<file path="src/hdl/gini_pkg.sv">
// ----------------------------------------------------------------------------
// gini_pkg
// Shared widths, defaults and the status word of the ratio unit.
// ----------------------------------------------------------------------------
package gini_pkg;

    localparam int VALUE_W               = 32;
    localparam int MAX_VALUES_DEFAULT    = 64;
    localparam int FRACTION_BITS_DEFAULT = 16;

    // status of the ratio unit as seen by the sequencer
    typedef struct packed {
        logic busy;
        logic done;
    } gini_ratio_status_t;

endpackage

</file>
<file path="src/hdl/gini_ratio_unit.sv">
// ----------------------------------------------------------------------------
// gini_ratio_unit
// Sequential shift-add multiply for 2 * n * total, then restoring long
// division of the pair sum by it, one quotient bit per cycle.
// ----------------------------------------------------------------------------
module gini_ratio_unit
    import gini_pkg::*;
#(
    parameter int CNT_W         = 7,
    parameter int TOT_W         = 38,
    parameter int PAIR_W        = 45,
    parameter int FRACTION_BITS = FRACTION_BITS_DEFAULT
) (
    input  logic                     aclk,
    input  logic                     aresetn,
    input  logic                     start,
    input  logic [CNT_W-1:0]         count,
    input  logic [TOT_W-1:0]         total,
    input  logic [PAIR_W-1:0]        pair_sum,
    output gini_ratio_status_t       status,
    output logic [FRACTION_BITS-1:0] quotient
);

    localparam int DEN_W  = CNT_W + TOT_W + 1;
    localparam int STEP_W = $clog2(FRACTION_BITS);

    typedef enum logic [1:0] {
        U_IDLE,
        U_MUL,
        U_CMP,
        U_DIV
    } unit_state_t;

    unit_state_t              state_reg,  state_next;
    logic                     done_reg,   done_next;
    logic [DEN_W-1:0]         mcand_reg,  mcand_next;
    logic [CNT_W-1:0]         mbits_reg,  mbits_next;
    logic [DEN_W-1:0]         den_reg,    den_next;
    logic [PAIR_W-1:0]        pair_reg,   pair_next;
    logic [DEN_W:0]           rem_reg,    rem_next;
    logic [FRACTION_BITS-1:0] quo_reg,    quo_next;
    logic [STEP_W-1:0]        step_reg,   step_next;

    logic [DEN_W:0] rem_shift;
    logic [DEN_W:0] den_ext;
    logic [DEN_W:0] pair_ext;

    assign den_ext   = {1'b0, den_reg};
    assign pair_ext  = (DEN_W + 1)'(pair_reg);
    assign rem_shift = {rem_reg[DEN_W-1:0], 1'b0};

    always_comb begin
        state_next = state_reg;
        done_next  = 1'b0;
        mcand_next = mcand_reg;
        mbits_next = mbits_reg;
        den_next   = den_reg;
        pair_next  = pair_reg;
        rem_next   = rem_reg;
        quo_next   = quo_reg;
        step_next  = step_reg;
        case (state_reg)
            U_IDLE: begin
                if (start) begin
                    mcand_next = DEN_W'({total, 1'b0});
                    mbits_next = count;
                    den_next   = '0;
                    pair_next  = pair_sum;
                    state_next = U_MUL;
                end
            end
            U_MUL: begin
                // one multiplier bit a cycle, stop once no bits remain
                if (mbits_reg == '0) begin
                    state_next = U_CMP;
                end else begin
                    if (mbits_reg[0]) begin
                        den_next = den_reg + mcand_reg;
                    end
                    mcand_next = {mcand_reg[DEN_W-2:0], 1'b0};
                    mbits_next = {1'b0, mbits_reg[CNT_W-1:1]};
                end
            end
            U_CMP: begin
                if (pair_ext >= den_ext) begin
                    // saturate: quotient would not fit
                    quo_next   = '1;
                    done_next  = 1'b1;
                    state_next = U_IDLE;
                end else begin
                    rem_next   = pair_ext;
                    quo_next   = '0;
                    step_next  = STEP_W'(FRACTION_BITS - 1);
                    state_next = U_DIV;
                end
            end
            U_DIV: begin
                if (rem_shift >= den_ext) begin
                    rem_next = rem_shift - den_ext;
                    quo_next = {quo_reg[FRACTION_BITS-2:0], 1'b1};
                end else begin
                    rem_next = rem_shift;
                    quo_next = {quo_reg[FRACTION_BITS-2:0], 1'b0};
                end
                if (step_reg == '0) begin
                    done_next  = 1'b1;
                    state_next = U_IDLE;
                end else begin
                    step_next = step_reg - STEP_W'(1);
                end
            end
            default: begin
                state_next = U_IDLE;
            end
        endcase
    end

    always_ff @(posedge aclk) begin
        if (!aresetn) begin
            state_reg <= U_IDLE;
            done_reg  <= 1'b0;
        end else begin
            state_reg <= state_next;
            done_reg  <= done_next;
        end
        mcand_reg <= mcand_next;
        mbits_reg <= mbits_next;
        den_reg   <= den_next;
        pair_reg  <= pair_next;
        rem_reg   <= rem_next;
        quo_reg   <= quo_next;
        step_reg  <= step_next;
    end

    assign status.busy = (state_reg != U_IDLE);
    assign status.done = done_reg;
    assign quotient    = quo_reg;

endmodule

</file>
<file path="src/hdl/gini_coefficient_engine.sv">
// ----------------------------------------------------------------------------
// gini_coefficient_engine
// Gini coefficient of a set of load counts, mean absolute difference form.
// ----------------------------------------------------------------------------
// Usage:
//   The s_ channel takes one unsigned count per word; s_last marks the final
//   word of a set. Each stored count is compared with every count already in
//   the value memory; the first word of a set has nothing to walk. A single
//   memory read port walks the store. A word that arrives with the store full
//   is dropped and flagged. On a last word the ratio unit forms 2 * n * total
//   by shift-add over the bits of n, the number of counts stored, and then
//   divides, one fraction bit per cycle.
//   The m_ channel carries one result word per set: the Q0.FRACTION_BITS
//   fraction, the count, a zero-total flag and a capacity flag.
//   The result sits in an output register; the next set may start streaming
//   in while the receiver stalls, and the engine only waits once a second
//   result is ready. Reset empties the store and clears every accumulator;
//   the memory itself needs no clearing, only entries of the current set are
//   ever read.
// ----------------------------------------------------------------------------
module gini_coefficient_engine
    import gini_pkg::*;
#(
    parameter int MAX_VALUES    = MAX_VALUES_DEFAULT,
    parameter int FRACTION_BITS = FRACTION_BITS_DEFAULT,
    localparam int CNT_W        = $clog2(MAX_VALUES + 1)
) (
    input  logic                     aclk,
    input  logic                     aresetn,
    input  logic                     s_valid,
    output logic                     s_ready,
    input  logic [VALUE_W-1:0]       s_value,
    input  logic                     s_last,
    output logic                     m_valid,
    input  logic                     m_ready,
    output logic [FRACTION_BITS-1:0] m_gini_fraction,
    output logic [CNT_W-1:0]         m_value_count,
    output logic                     m_zero_total,
    output logic                     m_capacity_exceeded
);

    localparam int IDX_W  = $clog2(MAX_VALUES);
    localparam int TOT_W  = VALUE_W + IDX_W;
    localparam int PAIR_W = VALUE_W + 2 * IDX_W + 1;

    typedef enum logic [2:0] {
        ST_IDLE,
        ST_WALK,
        ST_DRAIN,
        ST_STORE,
        ST_RATIO,
        ST_HOLD
    } state_t;

    // sequencer state and accumulators
    state_t              state_reg,   state_next;
    logic [VALUE_W-1:0]  cur_reg,     cur_next;
    logic                last_reg,    last_next;
    logic [CNT_W-1:0]    count_reg,   count_next;
    logic [TOT_W-1:0]    total_reg,   total_next;
    logic [PAIR_W-1:0]   pair_reg,    pair_next;
    logic                drop_reg,    drop_next;
    logic [IDX_W-1:0]    rd_idx_reg,  rd_idx_next;

    // read pipeline: memory output, then absolute difference
    logic                rd_vld_reg;
    logic                diff_vld_reg;
    logic [VALUE_W-1:0]  diff_reg;
    logic [VALUE_W-1:0]  mem_q_reg;

    // output register
    logic                     m_valid_reg,  m_valid_next;
    logic [FRACTION_BITS-1:0] m_frac_reg,   m_frac_next;
    logic [CNT_W-1:0]         m_count_reg,  m_count_next;
    logic                     m_zero_reg,   m_zero_next;
    logic                     m_cap_reg,    m_cap_next;

    logic                mem_rd_en;
    logic                mem_wr_en;
    logic                ratio_start;
    gini_ratio_status_t  ratio_stat;
    logic [FRACTION_BITS-1:0] ratio_quo;

    logic                s_fire;
    logic                has_room;
    logic                walk_end;
    logic                out_free;
    logic [CNT_W-1:0]    count_m1;
    logic [VALUE_W-1:0]  abs_diff;

    logic [VALUE_W-1:0]  value_mem [MAX_VALUES];

    assign s_ready  = (state_reg == ST_IDLE);
    assign s_fire   = s_valid && s_ready;
    assign has_room = (count_reg < CNT_W'(MAX_VALUES));
    assign count_m1 = count_reg - CNT_W'(1);
    assign walk_end = (CNT_W'(rd_idx_reg) == count_m1);
    assign out_free = !m_valid_reg || m_ready;
    assign abs_diff = (cur_reg >= mem_q_reg) ? (cur_reg - mem_q_reg) : (mem_q_reg - cur_reg);

    assign mem_rd_en = (state_reg == ST_WALK);
    assign mem_wr_en = (state_reg == ST_STORE);

    always_comb begin
        state_next   = state_reg;
        cur_next     = cur_reg;
        last_next    = last_reg;
        count_next   = count_reg;
        total_next   = total_reg;
        pair_next    = pair_reg;
        drop_next    = drop_reg;
        rd_idx_next  = rd_idx_reg;
        ratio_start  = 1'b0;
        m_valid_next = m_valid_reg && !m_ready;
        m_frac_next  = m_frac_reg;
        m_count_next = m_count_reg;
        m_zero_next  = m_zero_reg;
        m_cap_next   = m_cap_reg;

        // fold each difference in twice: both ordered pairs
        if (diff_vld_reg) begin
            pair_next = pair_reg + {(PAIR_W - VALUE_W - 1)'(0), diff_reg, 1'b0};
        end

        case (state_reg)
            ST_IDLE: begin
                if (s_fire) begin
                    cur_next  = s_value;
                    last_next = s_last;
                    if (!has_room) begin
                        // store full: drop the word, keep the flag
                        drop_next = 1'b1;
                        if (s_last) begin
                            ratio_start = 1'b1;
                            state_next  = ST_RATIO;
                        end
                    end else if (count_reg == '0) begin
                        state_next = ST_STORE;
                    end else begin
                        rd_idx_next = '0;
                        state_next  = ST_WALK;
                    end
                end
            end
            ST_WALK: begin
                // one read a cycle over the stored entries
                rd_idx_next = rd_idx_reg + IDX_W'(1);
                if (walk_end) begin
                    state_next = ST_DRAIN;
                end
            end
            ST_DRAIN: begin
                // wait for the read pipeline to empty into the pair sum
                if (!rd_vld_reg && !diff_vld_reg) begin
                    state_next = ST_STORE;
                end
            end
            ST_STORE: begin
                count_next = count_reg + CNT_W'(1);
                total_next = total_reg + TOT_W'(cur_reg);
                if (last_reg) begin
                    ratio_start = 1'b1;
                    state_next  = ST_RATIO;
                end else begin
                    state_next = ST_IDLE;
                end
            end
            ST_RATIO: begin
                if (ratio_stat.done) begin
                    state_next = ST_HOLD;
                end
            end
            ST_HOLD: begin
                // hand over the result once the output register frees, then clear
                if (out_free) begin
                    m_valid_next = 1'b1;
                    m_frac_next  = (total_reg == '0) ? '0 : ratio_quo;
                    m_count_next = count_reg;
                    m_zero_next  = (total_reg == '0);
                    m_cap_next   = drop_reg;
                    count_next   = '0;
                    total_next   = '0;
                    pair_next    = '0;
                    drop_next    = 1'b0;
                    state_next   = ST_IDLE;
                end
            end
            default: begin
                state_next = ST_IDLE;
            end
        endcase
    end

    always_ff @(posedge aclk) begin
        if (!aresetn) begin
            state_reg    <= ST_IDLE;
            count_reg    <= '0;
            total_reg    <= '0;
            pair_reg     <= '0;
            drop_reg     <= 1'b0;
            rd_vld_reg   <= 1'b0;
            diff_vld_reg <= 1'b0;
            m_valid_reg  <= 1'b0;
        end else begin
            state_reg    <= state_next;
            count_reg    <= count_next;
            total_reg    <= total_next;
            pair_reg     <= pair_next;
            drop_reg     <= drop_next;
            rd_vld_reg   <= mem_rd_en;
            diff_vld_reg <= rd_vld_reg;
            m_valid_reg  <= m_valid_next;
        end
        cur_reg     <= cur_next;
        last_reg    <= last_next;
        rd_idx_reg  <= rd_idx_next;
        diff_reg    <= abs_diff;
        m_frac_reg  <= m_frac_next;
        m_count_reg <= m_count_next;
        m_zero_reg  <= m_zero_next;
        m_cap_reg   <= m_cap_next;
    end

    // value store: one write port, one registered read port
    always_ff @(posedge aclk) begin
        if (mem_wr_en) begin
            value_mem[count_reg[IDX_W-1:0]] <= cur_reg;
        end
    end

    always_ff @(posedge aclk) begin
        if (mem_rd_en) begin
            mem_q_reg <= value_mem[rd_idx_reg];
        end
    end

    // hand over the count and total as they stand once the closing word is in
    gini_ratio_unit #(
        .CNT_W         (CNT_W),
        .TOT_W         (TOT_W),
        .PAIR_W        (PAIR_W),
        .FRACTION_BITS (FRACTION_BITS)
    ) u_ratio (
        .aclk     (aclk),
        .aresetn  (aresetn),
        .start    (ratio_start),
        .count    (count_next),
        .total    (total_next),
        .pair_sum (pair_reg),
        .status   (ratio_stat),
        .quotient (ratio_quo)
    );

    assign m_valid             = m_valid_reg;
    assign m_gini_fraction     = m_frac_reg;
    assign m_value_count       = m_count_reg;
    assign m_zero_total        = m_zero_reg;
    assign m_capacity_exceeded = m_cap_reg;

    // the walk reads and the store writes never share a cycle
    a_no_rw_overlap: assert property (@(posedge aclk) disable iff (!aresetn)
        !(mem_rd_en && mem_wr_en))
        else $error("value store read and write in the same cycle");

    a_count_bound: assert property (@(posedge aclk) disable iff (!aresetn)
        count_reg <= CNT_W'(MAX_VALUES))
        else $error("stored count beyond capacity");

    a_start_idle: assert property (@(posedge aclk) disable iff (!aresetn)
        ratio_start |-> !ratio_stat.busy)
        else $error("ratio unit started while busy");

    a_done_in_ratio: assert property (@(posedge aclk) disable iff (!aresetn)
        ratio_stat.done |-> (state_reg == ST_RATIO))
        else $error("ratio result outside the ratio wait");

    a_pipe_empty_store: assert property (@(posedge aclk) disable iff (!aresetn)
        mem_wr_en |-> (!rd_vld_reg && !diff_vld_reg))
        else $error("store written with differences still in flight");

endmodule

</file>
<file path="config.mk">
export PLATFORM = sky130hd
export DESIGN_NAME = gini_coefficient_engine
export DESIGN_NICKNAME = d
export VERILOG_FILES = /design/src/hdl/gini_pkg.sv /design/src/hdl/gini_ratio_unit.sv /design/src/hdl/gini_coefficient_engine.sv
export SDC_FILE = /design/constraint.sdc
export NUM_CORES = 2
export LEC_CHECK = 0
export BUFFER_PORTS_ARGS = -buffer_cell sky130_fd_sc_hd__clkbuf_2
export CORE_UTILIZATION = 35
export DETAILED_ROUTE_END_ITERATION = 16
export GPL_TIMING_DRIVEN = 0
export PLACE_DENSITY = 0.53
export SYNTH_ARGS = -nofsm -noshare
export SYNTH_HDL_FRONTEND = slang
export SYNTH_SLANG_ARGS = --single-unit
</file>
<file path="constraint.sdc">
create_clock -name aclk -period 11.86 [get_ports aclk]
set_input_delay 2.965 -clock aclk [delete_from_list [all_inputs] [get_ports aclk]]
set_output_delay 2.965 -clock aclk [all_outputs]
set_load 0.01 [all_outputs]
</file>
==> flow_metrics.py <==
metrics = {
    "outcome": {
        "status": "finished, violations left",
        "failed_checks": "capacitance limit, slew limit",
    },
    "floorplanning": {
        "io_pins": 64,
        "std_cell_rows": 201,
        "die_area_um2": 305000,
        "die_y_um": 552,
        "die_x_um": 552,
        "start_util": 0.353,
        "core-area_um2": 301000,
    },
    "route": {
        "num_vias": 57748,
        "wl_per_cell_um": 28.5,
        "totalWireLength_um": 304000,
        "drt_iter0_drc": 5624,
        "ant_nets": 0,
        "avgViaCountPerCell": 5.43,
        "drc": 0,
        "first_pass_iters": 6,
    },
    "critical_path": {
        "crit_arrival_ps": 5920,
        "cp-end-kind": "register",
        "cp_max_fo": 17,
        "setup.worst_path.start_class": "register",
        "required_ps": 12400,
        "path_class": "register to register",
    },
    "synth": {
        "ys_seq_elements": 2481,
        "synth_area_um2": 106000,
        "yosys.cell_types.count": 83,
        "synth_cells": 5960,
        "yosysSeqAreaShare": 0.690,
        "ys_async_sr_fraction": 0,
        "yosys.area.top_type": "edfxtp_1",
        "synth_edf_count": 2350,
        "synth-main-ff-cell": "edfxtp_1",
        "synth_fp_nets": 6267,
        "yosysTopAreaCellShare": 0.665,
        "synthTopCellsByArea": "edfxtp_1 (67%), mux4_2 (14%), ha_1 (3.1%)",
        "postSynthAreaPerCell_um2": 17.8,
        "yosysWarnings": 0,
    },
    "global_routing": {
        "antenna_found_initial": 20,
        "top_usage_layer": "met2",
        "grt_util_met1": 0.267,
        "grt_pass1_wl_um": 433000,
        "use_met2": 0.327,
        "grt_pass1_vias": 58343,
        "grt_use_total": 0.197,
        "grt_max_degree": 37,
        "use_met3": 0.0251,
        "grt-ovfl-total": 0,
    },
    "pwr": {
        "seqPwrFrac": 0.377,
        "p_sw_w": 0.00966,
        "p_total_w": 0.0288,
        "p_leak_nw": 41.2,
        "peakVddDrop_uv": 138,
        "swShare": 0.336,
        "p_per_area_nw_per_um2": 231,
        "intPower_w": 0.0191,
        "p_clk_frac": 0.287,
        "p_comb_frac": 0.335,
    },
    "cts": {
        "post_cts_buffers": 0,
        "cts_max_path_buffers": 4,
        "cts_made_buffers": 276,
        "insertion_delay_ps": 870,
        "cts_tree": "built",
        "root_buffer": "clkbuf_16",
        "cts.sinks": 2481,
        "cts.clk_slew.worst_paths_ps": 60,
        "cts_max_level": 5,
        "cts_resized": 0,
        "hold_buffers": 0,
    },
    "finish": {
        "drive_gt1_frac": 0.209,
        "nets": 6771,
        "design_area_um2": 124000,
        "largest_reg_flops": 2048,
        "syn_to_final_growth_pct": 17.4,
    },
    "timing": {
        "final_max_slew_viol_count": 9,
        "setup_violations": 0,
        "timing_hold_violations_final": 0,
        "slew_headroom": -0.0128,
        "period_share": 0.453,
        "clock_skew_ps": 74.9,
        "rsz0062_at_grt": "no",
        "fin_crit_ps": 5380,
        "whs_ps": 467,
        "fmax_mhz": 186,
        "worstMarginPinSlew_ps": 1510,
    },
    "placed_design": {
        "io_buffers": 63,
        "dpl_cell_area_um2": 116000,
        "post-dp-hpwl_um": 223000,
        "routabilityCongestion": 0.888,
    },
    "run": {
        "drv_cap": 1,
    },
    "worst_hold_path": {
        "hold_class": "register to register",
    },
}
## kinds of logic (layout without fill, tap and decap cells)
kind of cell    after synthesis  count (layout)  share of synthesized area
simple gates                960             960                     0.0436
compound gates              858             858                     0.0518
other cells                   0              10                          0
flops                      2481            2481                      0.690
xor+xnor                    184             184                     0.0152
buf+inv                     452            1161                     0.0163
fa+ha+maj                   270             270                     0.0323
mux                         755             755                      0.151
## synth_stat cells, types with 6 or more instances
cell / instances
dfxtp_1: 131
inv_1: 173
o31ai_1: 10
nor3_1: 46
o211ai_1: 22
xnor2_1: 114
or3_1: 18
and4_1: 7
o2111ai_1: 6
buf_2: 10
nand2_1: 212
fa_1: 6
nor4_1: 15
a21boi_0: 10
edfxtp_1: 2350
a21o_1: 118
a211oi_1: 38
a2111oi_0: 8
and2_1: 38
nand3b_1: 6
buf_1: 51
mux4_2: 672
and3_1: 41
o21bai_1: 27
xor2_1: 70
nor3b_1: 8
a21oi_1: 240
a41oi_1: 6
nand2b_1: 42
o21ai_1: 6
o21ai_0: 182
mux2i_1: 73
clkbuf_1: 214
nor2b_1: 85
nor2_1: 314
o21a_1: 50
a22oi_1: 27
or4_1: 9
or2_2: 7
a211o_1: 8
nand3_1: 60
nand4_1: 44
a31oi_1: 39
ha_1: 264
mux2_2: 10
## stage by stage
step / instances / util / TNS, ps / setup WS, ps
3_3_place_gp: 9981 / 0.370 / -11620 / -231
4_1_cts: 10627 / 0.414 / 0 / 6250
6_report: 10637 / 0.414 / 0 / 6480
5_1_grt: 10628 / 0.414 / 0 / 6230
2_1_floorplan: 5960 / - / 0 / 2690
3_5_place_dp: 10144 / 0.385 / 0 / 5950
## power by group through the flow
stage	clock [W]	combinational, W	sequential (W)
6_report	0.00826	0.00965	0.0109
5_1_grt	0.00872	0.0103	0.0109
4_1_cts	0.00842	0.00975	0.0109
3_5_place_dp	0	0.00972	0.0110
3_3_place_gp	0	0.00875	0.0116
2_1_floorplan	0	0.00563	0.0110
## routing by layer
layer	vias up	wire length, um	part of all wire
met5	-	7	0.000023
met4	2	10900	0.036
met3	415	15800	0.052
met2	1718	147000	0.49
met1	30482	130000	0.43
li1	25131	-	-
## final cells by class
| cell class | count | area (um2) |
|---|---|---|
| Sequential cell | 2481 | 73200 |
| Buffer | 279 | 1090 |
| Antenna cell | 10 | 25.0 |
| Clock buffer | 352 | 7480 |
| Tap cell | 3958 | 4950 |
| Timing Repair Buffer | 226 | 4330 |
| Inverter | 173 | 649 |
| Clock inverter | 131 | 1100 |
| Fill cell | 26513 | 176000 |
| Multi-Input combinational cell | 3027 | 31600 |
## layout by cell type, fill, tap and decap left out, drive strengths merged, types with 12 or more instances in the layout
cell	count
edfxtp	2350
a211oi	39
o21bai	27
buf	226
a21oi	240
o211ai	23
a22oi	27
a31oi	40
or3	18
xnor2	114
clkbuf	631
nand4	44
nand2	212
bufinv	14
nor2	314
nor2b	85
inv	183
and3	41
xor2	70
ha	264
mux2i	73
clkinv	100
nor3	46
and2	39
mux4	672
o21a	50
a21o	118
dfxtp	131
nand3	60
o21ai	188
nand2b	42
o31ai	12
nor4	15
## worst paths after layout
check / startpoint / to / slack [ps] / cells after the start
worst min register to register: count_reg[3] / m_value_count[3] / 470 / 0
worst max-delay path: state_reg[1] / value_mem[32][20] / 6480 / 8
worst min-delay path: count_reg[3] / m_value_count[3] / 470 / 0
worst max register to register: state_reg[1] / value_mem[32][20] / 6480 / 8
## worst max-delay path, cell delays in order, from the launching register on
cell      delay [ps]
dfxtp_1          330
clkbuf_1         330
nand2_1          160
nor2_1           630
clkbuf_1         590
clkbuf_1         780
nand2_1         1010
nor2_4           920
buf_12           270
Power figures use the tool's default switching activity.
